File: src/rtl/lpdc_pkg.sv
// ----------------------------------------------------------------------------
// lpdc_pkg
// Shared types, constants and SHA-384 helpers for the launch page digest chain.
// ----------------------------------------------------------------------------
`default_nettype none

package lpdc_pkg;

    localparam int          PAGE_WORDS = 512;
    localparam logic [7:0]  RECORD_LEN = 8'h70;
    localparam logic [63:0] PAD_MARK   = 64'h8000_0000_0000_0000;
    localparam logic [63:0] RECORD_BIT_LEN = 64'(RECORD_LEN) << 3;

    typedef enum logic [1:0] {
        ACT_WORD  = 2'd0,
        ACT_EMPTY = 2'd1,
        ACT_CLEAR = 2'd2,
        ACT_NONE  = 2'd3
    } t_action;

    typedef enum logic [3:0] {
        ST_IDLE,
        ST_INIT,
        ST_ROUND,
        ST_FIN,
        ST_PAD,
        ST_REC1,
        ST_REC2,
        ST_OUT
    } t_state;

    typedef enum logic [3:0] {
        SRC_DATA,
        SRC_MARK,
        SRC_ZERO,
        SRC_LEN,
        SRC_CHAIN,
        SRC_HASH,
        SRC_TYPE,
        SRC_ADDR,
        SRC_RLEN
    } t_src;

    typedef struct packed {
        logic       shift;
        t_src       src;
        logic [2:0] idx;
        logic [9:0] words;
        logic       capture;
        logic       restart;
        logic       clear;
        logic       init;
        logic       round;
        logic [6:0] rnd;
        logic       fin;
        logic       commit;
    } t_dp_cmd;

    function automatic logic [63:0] swap64(input logic [63:0] x);
        logic [63:0] r;
        for (int i = 0; i < 8; i++) begin
            r[i*8 +: 8] = x[(7-i)*8 +: 8];
        end
        return r;
    endfunction

    function automatic logic [63:0] rotr(input logic [63:0] x, input int n);
        return (x >> n) | (x << (64 - n));
    endfunction

    function automatic logic [63:0] start_h(input logic [2:0] i);
        logic [63:0] v;
        case (i)
            3'd0:    v = 64'hcbbb9d5dc1059ed8;
            3'd1:    v = 64'h629a292a367cd507;
            3'd2:    v = 64'h9159015a3070dd17;
            3'd3:    v = 64'h152fecd8f70e5939;
            3'd4:    v = 64'h67332667ffc00b31;
            3'd5:    v = 64'h8eb44a8768581511;
            3'd6:    v = 64'hdb0c2e0d64f98fa7;
            default: v = 64'h47b5481dbefa4fa4;
        endcase
        return v;
    endfunction

    function automatic logic [63:0] round_k(input logic [6:0] i);
        logic [63:0] k;
        case (i)
            7'd0:  k = 64'h428a2f98d728ae22;  7'd1:  k = 64'h7137449123ef65cd;
            7'd2:  k = 64'hb5c0fbcfec4d3b2f;  7'd3:  k = 64'he9b5dba58189dbbc;
            7'd4:  k = 64'h3956c25bf348b538;  7'd5:  k = 64'h59f111f1b605d019;
            7'd6:  k = 64'h923f82a4af194f9b;  7'd7:  k = 64'hab1c5ed5da6d8118;
            7'd8:  k = 64'hd807aa98a3030242;  7'd9:  k = 64'h12835b0145706fbe;
            7'd10: k = 64'h243185be4ee4b28c;  7'd11: k = 64'h550c7dc3d5ffb4e2;
            7'd12: k = 64'h72be5d74f27b896f;  7'd13: k = 64'h80deb1fe3b1696b1;
            7'd14: k = 64'h9bdc06a725c71235;  7'd15: k = 64'hc19bf174cf692694;
            7'd16: k = 64'he49b69c19ef14ad2;  7'd17: k = 64'hefbe4786384f25e3;
            7'd18: k = 64'h0fc19dc68b8cd5b5;  7'd19: k = 64'h240ca1cc77ac9c65;
            7'd20: k = 64'h2de92c6f592b0275;  7'd21: k = 64'h4a7484aa6ea6e483;
            7'd22: k = 64'h5cb0a9dcbd41fbd4;  7'd23: k = 64'h76f988da831153b5;
            7'd24: k = 64'h983e5152ee66dfab;  7'd25: k = 64'ha831c66d2db43210;
            7'd26: k = 64'hb00327c898fb213f;  7'd27: k = 64'hbf597fc7beef0ee4;
            7'd28: k = 64'hc6e00bf33da88fc2;  7'd29: k = 64'hd5a79147930aa725;
            7'd30: k = 64'h06ca6351e003826f;  7'd31: k = 64'h142929670a0e6e70;
            7'd32: k = 64'h27b70a8546d22ffc;  7'd33: k = 64'h2e1b21385c26c926;
            7'd34: k = 64'h4d2c6dfc5ac42aed;  7'd35: k = 64'h53380d139d95b3df;
            7'd36: k = 64'h650a73548baf63de;  7'd37: k = 64'h766a0abb3c77b2a8;
            7'd38: k = 64'h81c2c92e47edaee6;  7'd39: k = 64'h92722c851482353b;
            7'd40: k = 64'ha2bfe8a14cf10364;  7'd41: k = 64'ha81a664bbc423001;
            7'd42: k = 64'hc24b8b70d0f89791;  7'd43: k = 64'hc76c51a30654be30;
            7'd44: k = 64'hd192e819d6ef5218;  7'd45: k = 64'hd69906245565a910;
            7'd46: k = 64'hf40e35855771202a;  7'd47: k = 64'h106aa07032bbd1b8;
            7'd48: k = 64'h19a4c116b8d2d0c8;  7'd49: k = 64'h1e376c085141ab53;
            7'd50: k = 64'h2748774cdf8eeb99;  7'd51: k = 64'h34b0bcb5e19b48a8;
            7'd52: k = 64'h391c0cb3c5c95a63;  7'd53: k = 64'h4ed8aa4ae3418acb;
            7'd54: k = 64'h5b9cca4f7763e373;  7'd55: k = 64'h682e6ff3d6b2b8a3;
            7'd56: k = 64'h748f82ee5defb2fc;  7'd57: k = 64'h78a5636f43172f60;
            7'd58: k = 64'h84c87814a1f0ab72;  7'd59: k = 64'h8cc702081a6439ec;
            7'd60: k = 64'h90befffa23631e28;  7'd61: k = 64'ha4506cebde82bde9;
            7'd62: k = 64'hbef9a3f7b2c67915;  7'd63: k = 64'hc67178f2e372532b;
            7'd64: k = 64'hca273eceea26619c;  7'd65: k = 64'hd186b8c721c0c207;
            7'd66: k = 64'heada7dd6cde0eb1e;  7'd67: k = 64'hf57d4f7fee6ed178;
            7'd68: k = 64'h06f067aa72176fba;  7'd69: k = 64'h0a637dc5a2c898a6;
            7'd70: k = 64'h113f9804bef90dae;  7'd71: k = 64'h1b710b35131c471b;
            7'd72: k = 64'h28db77f523047d84;  7'd73: k = 64'h32caab7b40c72493;
            7'd74: k = 64'h3c9ebe0a15c9bebc;  7'd75: k = 64'h431d67c49c100d4c;
            7'd76: k = 64'h4cc5d4becb3e42b6;  7'd77: k = 64'h597f299cfc657e2a;
            7'd78: k = 64'h5fcb6fab3ad6faec;  7'd79: k = 64'h6c44198c4a475817;
            default: k = 64'h0;
        endcase
        return k;
    endfunction

endpackage

`default_nettype wire

File: src/rtl/lpdc_ctrl.sv
// ----------------------------------------------------------------------------
// lpdc_ctrl
// Sequencer: word counting, padding, record build, round count, output beats.
// ----------------------------------------------------------------------------
`default_nettype none

module lpdc_ctrl
    import lpdc_pkg::*;
(
    input  wire logic       i_clk,
    input  wire logic       i_rst_n,
    input  wire logic       i_in_valid,
    input  wire logic [1:0] i_in_action,
    input  wire logic       i_in_last,
    output logic            o_in_ready,
    input  wire logic       i_out_ready,
    output logic            o_out_valid,
    output logic [2:0]      o_out_index,
    output logic            o_out_last,
    output t_dp_cmd         o_cmd
);

    t_state     r_state, n_state, r_ret, n_ret;
    logic [3:0] r_fill, n_fill;
    logic [9:0] r_count, n_count;
    logic [6:0] r_rnd, n_rnd;
    logic [2:0] r_oidx, n_oidx;
    logic       r_mark, n_mark, r_late, n_late, r_empty, n_empty;
    logic [9:0] cnt_inc;
    logic       page_end;

    always_ff @(posedge i_clk) begin
        if (!i_rst_n) begin
            r_state <= ST_IDLE;
            r_ret   <= ST_IDLE;
            r_fill  <= '0;
            r_count <= '0;
            r_rnd   <= '0;
            r_oidx  <= '0;
            r_mark  <= 1'b0;
            r_late  <= 1'b0;
            r_empty <= 1'b0;
        end else begin
            r_state <= n_state;
            r_ret   <= n_ret;
            r_fill  <= n_fill;
            r_count <= n_count;
            r_rnd   <= n_rnd;
            r_oidx  <= n_oidx;
            r_mark  <= n_mark;
            r_late  <= n_late;
            r_empty <= n_empty;
        end
    end

    assign cnt_inc  = r_count + 10'd1;
    assign page_end = i_in_last || (cnt_inc >= 10'(PAGE_WORDS));

    always_comb begin
        n_state = r_state;
        n_ret   = r_ret;
        n_fill  = r_fill;
        n_count = r_count;
        n_rnd   = r_rnd;
        n_oidx  = r_oidx;
        n_mark  = r_mark;
        n_late  = r_late;
        n_empty = r_empty;
        o_cmd       = '0;
        o_cmd.src   = SRC_ZERO;
        o_cmd.idx   = r_oidx;
        o_cmd.words = r_count;
        o_cmd.rnd   = r_rnd;
        o_in_ready  = 1'b0;
        o_out_valid = 1'b0;
        unique case (r_state)
            ST_IDLE: begin
                o_in_ready = 1'b1;
                if (i_in_valid) begin
                    unique case (t_action'(i_in_action))
                        ACT_WORD: begin
                            o_cmd.shift   = 1'b1;
                            o_cmd.src     = SRC_DATA;
                            o_cmd.capture = 1'b1;
                            n_fill  = r_fill + 4'd1;
                            n_count = cnt_inc;
                            n_empty = 1'b0;
                            n_mark  = 1'b0;
                            n_late  = 1'b0;
                            if (r_fill == 4'd15) begin
                                n_state = ST_INIT;
                                n_ret   = page_end ? ST_PAD : ST_IDLE;
                            end else if (page_end) begin
                                n_state = ST_PAD;
                            end
                        end
                        ACT_EMPTY: begin
                            o_cmd.capture = 1'b1;
                            o_cmd.restart = 1'b1;
                            n_count = '0;
                            n_fill  = '0;
                            n_empty = 1'b1;
                            n_state = ST_REC1;
                        end
                        ACT_CLEAR: begin
                            o_cmd.clear   = 1'b1;
                            o_cmd.restart = 1'b1;
                            n_count = '0;
                            n_fill  = '0;
                        end
                        default: ;
                    endcase
                end
            end
            ST_INIT: begin
                o_cmd.init = 1'b1;
                n_rnd   = '0;
                n_state = ST_ROUND;
            end
            ST_ROUND: begin
                o_cmd.round = 1'b1;
                if (r_rnd == 7'd79) begin
                    n_state = ST_FIN;
                end else begin
                    n_rnd = r_rnd + 7'd1;
                end
            end
            ST_FIN: begin
                o_cmd.fin = 1'b1;
                n_state   = r_ret;
            end
            ST_PAD: begin
                o_cmd.shift = 1'b1;
                n_fill = r_fill + 4'd1;
                n_mark = 1'b1;
                if (!r_mark) begin
                    o_cmd.src = SRC_MARK;
                    n_late    = (r_fill >= 4'd14);
                end else if (r_fill == 4'd15 && !r_late) begin
                    o_cmd.src = SRC_LEN;
                end
                if (r_fill == 4'd15) begin
                    n_late  = 1'b0;
                    n_state = ST_INIT;
                    n_ret   = (r_mark && !r_late) ? ST_REC1 : ST_PAD;
                end
            end
            ST_REC1: begin
                o_cmd.shift = 1'b1;
                n_fill = r_fill + 4'd1;
                if (r_fill < 4'd6) begin
                    o_cmd.src = SRC_CHAIN;
                    o_cmd.idx = r_fill[2:0];
                end else if (r_fill < 4'd12) begin
                    o_cmd.src = r_empty ? SRC_ZERO : SRC_HASH;
                    o_cmd.idx = 3'(r_fill - 4'd6);
                end else if (r_fill == 4'd12) begin
                    o_cmd.src = SRC_TYPE;
                end else if (r_fill == 4'd13) begin
                    o_cmd.src = SRC_ADDR;
                end else if (r_fill == 4'd14) begin
                    o_cmd.src = SRC_MARK;
                end else begin
                    o_cmd.restart = 1'b1;
                    n_count = '0;
                    n_state = ST_INIT;
                    n_ret   = ST_REC2;
                end
            end
            ST_REC2: begin
                o_cmd.shift = 1'b1;
                n_fill = r_fill + 4'd1;
                if (r_fill == 4'd15) begin
                    o_cmd.src = SRC_RLEN;
                    n_oidx    = '0;
                    n_state   = ST_INIT;
                    n_ret     = ST_OUT;
                end
            end
            ST_OUT: begin
                o_out_valid = 1'b1;
                if (i_out_ready) begin
                    if (r_oidx == 3'd5) begin
                        o_cmd.commit = 1'b1;
                        n_oidx  = '0;
                        n_state = ST_IDLE;
                    end else begin
                        n_oidx = r_oidx + 3'd1;
                    end
                end
            end
            default: n_state = ST_IDLE;
        endcase
    end

    assign o_out_index = r_oidx;
    assign o_out_last  = (r_oidx == 3'd5);

endmodule

`default_nettype wire

File: config.mk
export PLATFORM = sky130hd
export DESIGN_NAME = lpdc_ctrl
export DESIGN_NICKNAME = d
export VERILOG_FILES = /design/src/rtl/lpdc_pkg.sv /design/src/rtl/lpdc_ctrl.sv
export SDC_FILE = /design/constraint.sdc
export NUM_CORES = 1
export LEC_CHECK = 0
export BUFFER_PORTS_ARGS = -buffer_cell sky130_fd_sc_hd__clkbuf_2
export CORE_ASPECT_RATIO = 1.4
export CORE_MARGIN = 2
export CORE_UTILIZATION = 30
export DETAILED_ROUTE_END_ITERATION = 10
export SKIP_CTS_REPAIR_TIMING = 1
export SYNTH_ARGS = -nofsm -noshare
export SYNTH_HDL_FRONTEND = slang
export SYNTH_SLANG_ARGS = --single-unit
File: constraint.sdc
create_clock -name i_clk -period 2.2 [get_ports i_clk]
set_clock_uncertainty 0.1 [all_clocks]
set_input_delay 0.11 -clock i_clk [delete_from_list [all_inputs] [get_ports i_clk]]
set_output_delay 0.11 -clock i_clk [all_outputs]
set_load 0.02 [all_outputs]
# ---- Word level (Yosys, flattened, before mapping)
# Cells that the tools add are included.
dict set report op_classes {
  addsub 5
  order_cmp 4
  n_eq_ne 34
  n_mux 85
  reduce_logical 26
}
# op n
set ops {}
lappend ops {{2-to-1 mux 4 bit} 24}
lappend ops {{2-to-1 mux 10 bit} 6}
lappend ops {{case mux 10 bit (2 select lines)} 2}
lappend ops {{2-to-1 mux 3 bit} 11}
lappend ops {{case mux 4 bit (7 select lines)} 1}
lappend ops {{!= test 2 bit (second input constant)} 13}
lappend ops {{2-to-1 mux 1 bit} 24}
lappend ops {{case mux 4 bit (2 select lines)} 3}
lappend ops {{case mux 5 bit (4 select lines)} 1}
lappend ops {{== test 4 x 3 -> 1 bit (second input constant)} 4}
lappend ops {{== test 4 bit (second input constant)} 4}
lappend ops {{case mux 4 bit (4 select lines)} 1}
lappend ops {{case mux 7 bit (2 select lines)} 1}
lappend ops {{AND reduction 12 bit} 1}
lappend ops {{AND reduction 3 bit} 4}
lappend ops {{nonzero test 2 bit} 6}
lappend ops {{AND reduction 11 bit} 1}
lappend ops {{adder 10 x 1 -> 10 bit (second input constant)} 1}
lappend ops {{greater-or-equal comparator 10 bit (second input constant)} 1}
lappend ops {{2-to-1 mux 5 bit} 2}
lappend ops {{== test 4 x 2 -> 1 bit (second input constant)} 2}
lappend ops {{case mux 1 bit (2 select lines)} 4}
lappend ops {{AND reduction 8 bit} 1}
lappend ops {{adder 7 x 1 -> 7 bit (second input constant)} 1}
lappend ops {{30 further kinds} 35}
dict set report word_totals {
  register_bits 35
}

# ---- Logic depth before layout (Yosys ltp)
# Gate-level depths: netlist of the first run.
dict set report depth {
  word_depth 8
  depth_mapped 9
  ltp_nobuf 7
}

# ---- Worst setup path before layout of the first run
# OpenSTA, ideal clock, no wires.
dict set report synth_path {
  path_kind {register to register}
  start {reg r_fill[1]}
  end {reg r_count[7]}
  arrival_ps 2172
  path_slack_ps -142
  stages_incl_launch_ff 9
  n_path_buf 1
  synth_period_minus_slack_ps 2342
  cell_sequence {dfxtp_1 clkbuf_1 inv_1 ha_1 o21ai_1 a211oi_2 a2111o_1 or4_1 a21oi_1}
}
dict set report synth_between {
  elab_chain_len 3
}
# item line_no
set synth_rtl {}
lappend synth_rtl {{start: declaration} lpdc_ctrl.sv:24} ;# logic [3:0] r_fill, n_fill;
lappend synth_rtl {{start signal: assignment} lpdc_ctrl.sv:46} ;# r_fill <= n_fill;
lappend synth_rtl {{< comparator 4 bit, or another cell as far along} lpdc_ctrl.sv:154} ;# end else if (r_fill < 4'd12) begin
lappend synth_rtl {{!= test 2 bit (no line)} -}
lappend synth_rtl {{AND reduction 8 bit (no line) (*)} -}
lappend synth_rtl {{end signal: assignment} lpdc_ctrl.sv:47} ;# r_count <= n_count;
lappend synth_rtl {{end: declaration} lpdc_ctrl.sv:25} ;# logic [9:0] r_count, n_count;
# Mark *: on every way between the ends. The rest lies on a longest branch, timed or not.
# A chain may end at the register's enable or synchronous reset.

==> results.cfg, run 1 <==
[die]
fp.dieW_um = 77.9
start_util = 0.310
core_area_um2 = 7410
io_pins = 45
die_h_um = 107
num_rows = 37
die-area_um2 = 8370

[synth]
syn_area_um2 = 2290
syn_inst = 291
synthTopCellsByCount = dfxtp_1 (33), nand2_1 (28), nor2_1 (28)
ys_seq_elements = 33
ys_types = 58
synthArstFlopShare = 0
synth_top_flop_cell = dfxtp_1
synth.most_common_cell = dfxtp_1
synth_nets = 308
postSynthAreaPerCell_um2 = 7.89
ys_top_cells_by_area = dfxtp_1 (29%), ha_1 (5.5%), nand2_1 (4.6%)
yosysTopAreaCell = dfxtp_1
seq_area_frac_synth = 0.288
synth_edf_count = 0
yosysWarningCount = 0
yosys.area.top_type_share = 0.288

[grt]
grt_start_max_net_pins = 21
antenna_found_initial = 0
globalRoute.totalOverflow = 0
grt_usage = 0.163
grt_pass1_wl_um = 11000
grt_pass1_vias = 2354

[sta]
finalHoldViolations = 0
hold_slack_ns = 0.102
min_period_over_period = 0.957
drv_slew = 0
slew-limit-headroom = 0.723
rsz0062_at_grt = no
worst_pin_slew_ns = 0.415
setup_viol = 0
period_needed_ns = 2.11
fmax_mhz = 475

[worst_setup_path]
critPathMaxStageDelay_ns = 0.35
cp_slowest_cell = dfxtp_2
worst-setup-path-type = reg -> out
crit_path_start_kind = flop
cp_cell_sequence = buf_4 -> ha_2 -> nand3_2 -> buf_6 -> a31oi_2 -> o32a_1 -> o21ai_0 -> buf_2
path_max_fanout = 7
worst_ep_arrival_time_ns = 1.90
critical_path_required_ns = 1.99
endpoint_kind = output port

[pwr]
p_sw_frac = 0.419
intPower_mw = 1.53
leakagePower_nw = 1.20
p_seq_frac = 0.287
p_switching_mw = 1.10
p_total_mw = 2.63
pwr-share-clk = 0.200
ir_worst_vdd_v = 0.000395
comb_power_share = 0.513
power_density_nw_per_um2 = 901

[route]
dr.pass1.iters = 4
ant_nets = 0
vias_per_cell = 5.21
via_count = 2377
routed_wirelength_um = 6660
drcViolationCount = 0
first_iter_violations = 141
wl_per_cell_um = 14.6

[status]
outcome = finished, final reports clean

[clock_tree]
cts-root-buf = clkbuf_8
clk_pin_slew_ns = 0.07
numCtsBuffers = 5
cts_tree = built
cts_num_sinks = 33
clk_path_buf_depth = 2
clock_latency_ns = 0.29
htree_levels = 2

[placed_design]
place.detailed.hpwl_um = 5270
io_buffers = 44
place.gp.congestion = 0.870

[run]
maxCapViolCount = 0

[finish]
drive_above_1_share = 0.287
syn_to_final_growth_pct = 27.5
nFillCells = 796
diodes = 0
nets = 375

[min_path]
hp-class = in -> reg
==> power groups by stage <==
stage,registers (mW),logic (mW),clock network [mW]
after floorplan,0.745,0.904,0
final,0.755,1.35,0.527
after global routing,0.767,1.48,0.564
after global placement,0.759,1.32,0
after detailed placement,0.762,1.33,0
after CTS,0.749,1.34,0.534
==> area by class of cell <==
type                       instances  area (um^2)  share of cell area
clock buffer                       7         96.3              0.0329
clock inverter                     1         5.00             0.00171
inverter                          10         37.5              0.0128
multi-input combinational        234         1550               0.530
sequential                        33          666               0.228
tap                               97          121              0.0415
timing repair buffer              74          449               0.154
==> cells by family (layout without fill, tap and decap cells) <==
| kind of cell | Yosys count | count (layout) | share of synthesized area |
|---|---|---|---|
| XOR/XNOR | 11 | 11 | 0.0420 |
| adder cells (fa/ha/maj) | 10 | 10 | 0.0545 |
| buffers and inverters | 24 | 92 | 0.0464 |
| AND/OR/NAND/NOR | 129 | 129 | 0.297 |
| flip-flops | 33 | 33 | 0.288 |
| multiplexers | 9 | 9 | 0.0393 |
| AO/OA/AOI/OAI | 75 | 75 | 0.233 |
==> through the flow <==
step                TNS (ns)  instances  setup slack [ns]  utilization  area (um^2)
global placement           0        448            0.0881        0.377         2790
detailed placement         0        448            0.0251        0.377         2790
global route               0        456           0.00506        0.395         2930
floorplan                  0        291            0.0149            -         2310
CTS                  -0.0828        456           -0.0828        0.391         2900
finish                     0        456            0.0949        0.395         2930
==> worst paths after layout <==
path | from | to | slack, ns | cells past startpoint
setup / recovery | r_fill[1] | o_cmd[28] | 0.09 | 8
hold / removal | i_in_last | r_ret[2] | 0.10 | 4
setup reg to reg | r_fill[0] | r_count[7] | 0.12 | 7
hold reg to reg | r_ret[2] | r_ret[2] | 0.42 | 1
==> worst max-delay path, delay by kind of cell (launching register included) <==
kind | cells | cell delay (ns)
DFF | 1 | 0.35
AOI/OAI and AO/OA | 3 | 0.49
and+or+nand+nor | 1 | 0.10
buffers and inverters | 3 | 0.46
adders and majority gates | 1 | 0.19
==> state kept, by name, indices dropped and copies added, names as in the netlist <==
name	flops
r_rnd	7
r_count	10
r_late	1
r_state	3
r_mark	1
r_empty	1
r_fill	4
o_out_index	3
r_ret	3
==> cell usage in the layout, fill, tap and decap left out, types with 6 or more instances in the layout <==
cell type | netlist | routed
nand2_1 | 28 | 28
inv_1 | 10 | 10
buf_4 | 1 | 29
dfxtp_1 | 33 | 29
nor2b_1 | 8 | 8
a21oi_1 | 17 | 17
xnor2_1 | 6 | 6
nand2b_1 | 6 | 6
nor2_1 | 28 | 26
mux2i_1 | 9 | 9
ha_1 | 10 | 9
o21ai_0 | 12 | 12
a211oi_1 | 7 | 7
clkbuf_2 | 0 | 43
clkbuf_8 | 0 | 7
nand3_1 | 13 | 12
==> metal layers <==
metal  vias up  part of all wire  global-route usage
li1       1186                 -                   -
met1      1139              0.42               0.185
met2        45              0.54               0.306
met3         7             0.033              0.0319
met4         0             0.012              0.0476
met5         -                 0                   0
(Power assumes the default switching activity.)
==> run 2: changes to the inputs <==
==> constraint.sdc (replaced) <==
create_clock -name i_clk -period 2.1 [get_ports i_clk]
set_clock_uncertainty 0.1 [all_clocks]
set_input_delay 0.105 -clock i_clk [delete_from_list [all_inputs] [get_ports i_clk]]
set_output_delay 0.105 -clock i_clk [all_outputs]
set_load 0.02 [all_outputs]
==> results.cfg, run 2 (synthesis results as in run 1) <==
[status]
outcome = finished, final reports clean

[route]
drcViolationCount = 0
via_count = 2419
ant_nets = 0
routed_wirelength_um = 6710
first_iter_violations = 152
vias_per_cell = 5.20
dr.pass1.iters = 4
wl_per_cell_um = 14.4

[finish]
largest_register = r_count
mostFrequentLayoutCells = clkbuf_2 (43), buf_4 (38), nand2_1 (28), dfxtp_1 (28), nor2_1 (27)
drive_above_1_share = 0.321
fin_cells = 465
diodes = 0
reg.largest.list = r_count x10, r_rnd x7, r_fill x4
largest_register_ff_count = 10
syn_to_final_growth_pct = 34.4
nets = 384
final_common_cell = clkbuf_2

[die]
fp.dieW_um = 77.9
die-area_um2 = 8370
core_area_um2 = 7410
io_pins = 45
start_util = 0.310
num_rows = 37
die_h_um = 107

[placed_design]
place.detailed.hpwl_um = 5280
dp.cells = 454
place.gp.congestion = 0.879
place_ws_ns = -0.0480
io_buffers = 44

[pwr]
p_total_mw = 3.05
leakagePower_nw = 1.26
power_density_nw_per_um2 = 987
ir_worst_vdd_v = 0.000322

[run]
maxCapViolCount = 0

[sta]
fmax_mhz = 483
setup_viol = 0
setup_ws_ns = 0.0286
worst_pin_slew_ns = 0.356
min_period_over_period = 0.986
hold_slack_ns = 0.109
slew-limit-headroom = 0.759
period_needed_ns = 2.07
drv_slew = 0
finalHoldViolations = 0
rsz0062_at_grt = yes

[clock_tree]
cts_tree = built
clk_pin_slew_ns = 0.08
clock_latency_ns = 0.29
clk_path_buf_depth = 2
htree_levels = 2
cts-root-buf = clkbuf_8
numCtsBuffers = 5
cts_num_sinks = 33

[grt]
grt_start_max_net_pins = 20
grt_usage = 0.160
grt_pass1_wl_um = 10700
globalRoute.totalOverflow = 0
grt_pass1_vias = 2348
antenna_found_initial = 0

[worst_setup_path]
path_max_fanout = 8
worst_ep_arrival_time_ns = 2.20
worst-setup-path-type = reg -> reg
critical_path_required_ns = 2.23
endpoint_kind = flop
crit_path_start_kind = flop

[min_path]
hp-class = in -> reg
run 2: worst max-delay path, stage by stage (launching register included):
cell and delay (ns):
dfxtp_4 0.38, inv_1 0.07, ha_2 0.20, o21ai_4 0.17, a211oi_4 0.10, a2111o_1 0.35, buf_4 0.18, or3_1 0.34
a21oi_1 0.14
run 2: stage by stage:
stage	setup TNS [ns]	cell area, um^2	utilization
2_1_floorplan	0	2310	-
3_3_place_gp	0	2850	0.384
3_5_place_dp	-0.119	2850	0.384
4_1_cts	-0.660	2980	0.402
5_1_grt	-0.0526	3080	0.416
6_report	0	3080	0.416
run 2: power by group:
group,internal (mW),switching [mW]
combinational,0.689,0.840
sequential,0.702,0.101
clock,0.472,0.242
total,1.86,1.18
run 2: layout make-up:
type / count / area (um^2)
Fill cell: 756 / 4320
Sequential cell: 33 / 672
Tap cell: 97 / 121
Inverter: 10 / 37.5
Clock inverter: 3 / 65.1
Multi-Input combinational cell: 234 / 1600
Clock buffer: 5 / 68.8
Timing Repair Buffer: 83 / 517
run 2: worst paths after layout:
check | to | from | slack (ns) | cells after the start
setup reg to reg | r_count[3] | r_fill[1] | 0.03 | 8
hold / removal | r_ret[2] | i_in_last | 0.11 | 4
setup / recovery | r_count[3] | r_fill[1] | 0.03 | 8
hold reg to reg | r_ret[2] | r_ret[2] | 0.41 | 1
run 2: routing by layer:
metal | share of wire | wire (um) | global-route usage
met2 | 0.52 | 3490 | 0.293
met1 | 0.40 | 2710 | 0.173
met4 | 0.040 | 266 | 0.0840
met3 | 0.037 | 248 | 0.0268
met5 | 0 | 0 | 0
==> run 3: changes to the inputs <==
--- a/config.mk
+++ b/config.mk
@@ -5,12 +5,13 @@
 export SDC_FILE = /design/constraint.sdc
 export NUM_CORES = 1
 export LEC_CHECK = 0
-export BUFFER_PORTS_ARGS = -buffer_cell sky130_fd_sc_hd__clkbuf_2
 export CORE_ASPECT_RATIO = 1.4
 export CORE_MARGIN = 2
 export CORE_UTILIZATION = 30
 export DETAILED_ROUTE_END_ITERATION = 10
+export DONT_BUFFER_PORTS = 1
 export SKIP_CTS_REPAIR_TIMING = 1
 export SYNTH_ARGS = -nofsm -noshare
 export SYNTH_HDL_FRONTEND = slang
 export SYNTH_SLANG_ARGS = --single-unit
+export TNS_END_PERCENT = 10
==> constraint.sdc (replaced) <==
create_clock -name i_clk -period 2 [get_ports i_clk]
set_clock_uncertainty 0.1 [all_clocks]
set_input_delay 0.1 -clock i_clk [delete_from_list [all_inputs] [get_ports i_clk]]
set_output_delay 0.1 -clock i_clk [all_outputs]
set_load 0.02 [all_outputs]
==> results.cfg, run 3 (synthesis results as in run 1) <==
[sta]
hold_slack_ns = 0.00130
drv_slew = 0
tns_ns = -0.492
worst_pin_slew_ns = 0.664
min_period_over_period = 1.06
setup_viol = 6
finalHoldViolations = 0
setup_ws_ns = -0.128
rsz0062_at_grt = yes
fmax_mhz = 470
slew-limit-headroom = 0.556
period_needed_ns = 2.13

[run]
maxCapViolCount = 0

[die]
core_area_um2 = 7410
start_util = 0.310
num_rows = 37
io_pins = 45
die-area_um2 = 8370
fp.dieW_um = 77.9
die_h_um = 107

[finish]
final_common_cell = buf_4
nets = 376
largest_register = r_count
drive_above_1_share = 0.328
largest_register_ff_count = 10
diodes = 0
syn_to_final_growth_pct = 39.1
mostFrequentLayoutCells = buf_4 (70), dfxtp_1 (28), nor2_1 (27), nand2_1 (27), a21oi_1 (15)
reg.largest.list = r_count x10, r_rnd x7, r_fill x4

[route]
first_iter_violations = 188
vias_per_cell = 5.31
drcViolationCount = 0
routed_wirelength_um = 7330
wl_per_cell_um = 16.0
ant_nets = 0
dr.pass1.iters = 4
via_count = 2428

[placed_design]
place.detailed.hpwl_um = 5420
io_buffers = 0
place.gp.congestion = 0.856

[grt]
grt_pass1_wl_um = 11600
globalRoute.totalOverflow = 0
grt_start_max_net_pins = 21
grt_usage = 0.174
grt_pass1_vias = 2395
antenna_found_initial = 0

[pwr]
comb_power_share = 0.540
leakagePower_nw = 1.25
p_switching_mw = 1.36
ir_worst_vdd_v = 0.000389
pwr-share-clk = 0.203
p_seq_frac = 0.257
p_sw_frac = 0.412
power_density_nw_per_um2 = 1040
intPower_mw = 1.94

[worst_setup_path]
endpoint_kind = flop
crit_path_start_kind = flop
critical_path_required_ns = 2.14
worst-setup-path-type = reg -> reg
worst_ep_arrival_time_ns = 2.27
path_max_fanout = 5
r2r_cells = 8

[clock_tree]
clock_latency_ns = 0.30
clk_pin_slew_ns = 0.08
cts_tree = built
numCtsBuffers = 5
cts_num_sinks = 33
clk_path_buf_depth = 2
htree_levels = 2
cts-root-buf = clkbuf_8

[min_path]
hold_path_depth = 2
hp-class = in -> reg

[status]
outcome = finished with violations
violations = setup timing
[run 3: path summary, 6_finish.rpt]
check | start | end | slack, ns
max | r_fill[1] | r_count[5] | -0.13
min | i_rst_n | r_rnd[4] | 0.001
max reg2reg | r_fill[1] | r_count[5] | -0.13
min reg2reg | r_ret[2] | r_ret[2] | 0.41
[run 3: final cells by class]
type                            count  area, um^2
Fill cell                         733        4210
Sequential cell                    33         674
Inverter                           10        40.0
Tap cell                           97         121
Clock inverter                      3        46.3
Timing Repair Buffer               75         579
Clock buffer                        5        68.8
Multi-Input combinational cell    234        1660
[run 3: per-layer routing]
metal  vias to the layer above  global-route usage  routed length, um
li1                       1194                   -                  -
met1                      1158               0.195               2950
met2                        64               0.316               3850
met3                        12              0.0336                363
met4                         0              0.0727                160
met5                         -                   0                  0
[run 3: through the flow]
stage	setup WS (ns)	util	instances	power (mW)	area (um^2)
6_report	-0.128	0.431	457	3.30	3190
3_5_place_dp	-0.125	0.389	443	2.42	2880
3_3_place_gp	-0.0266	0.389	443	2.40	2880
2_1_floorplan	-0.0165	-	291	1.84	2330
5_1_grt	-0.203	0.431	457	3.50	3190
4_1_cts	-0.323	0.405	451	3.09	3000
[run 3: power by group through the flow]
stage                     Combinational (mW)  Clock, mW  Sequential [mW]
after floorplan                         1.02          0            0.822
after global placement                  1.57          0            0.831
after detailed placement                1.59          0            0.827
after CTS                               1.60      0.679            0.814
after global routing                    1.93      0.713            0.856
final                                   1.78      0.671            0.850
[run 3: worst max-delay path: stages (launching register included)]
cell and delay [ns]:
dfxtp_4 0.39, inv_4 0.05, ha_4 0.16, o21ai_4 0.17
a211oi_4 0.09, a2111o_1 0.49, buf_6 0.16, or3_4 0.32
a21oi_2 0.14
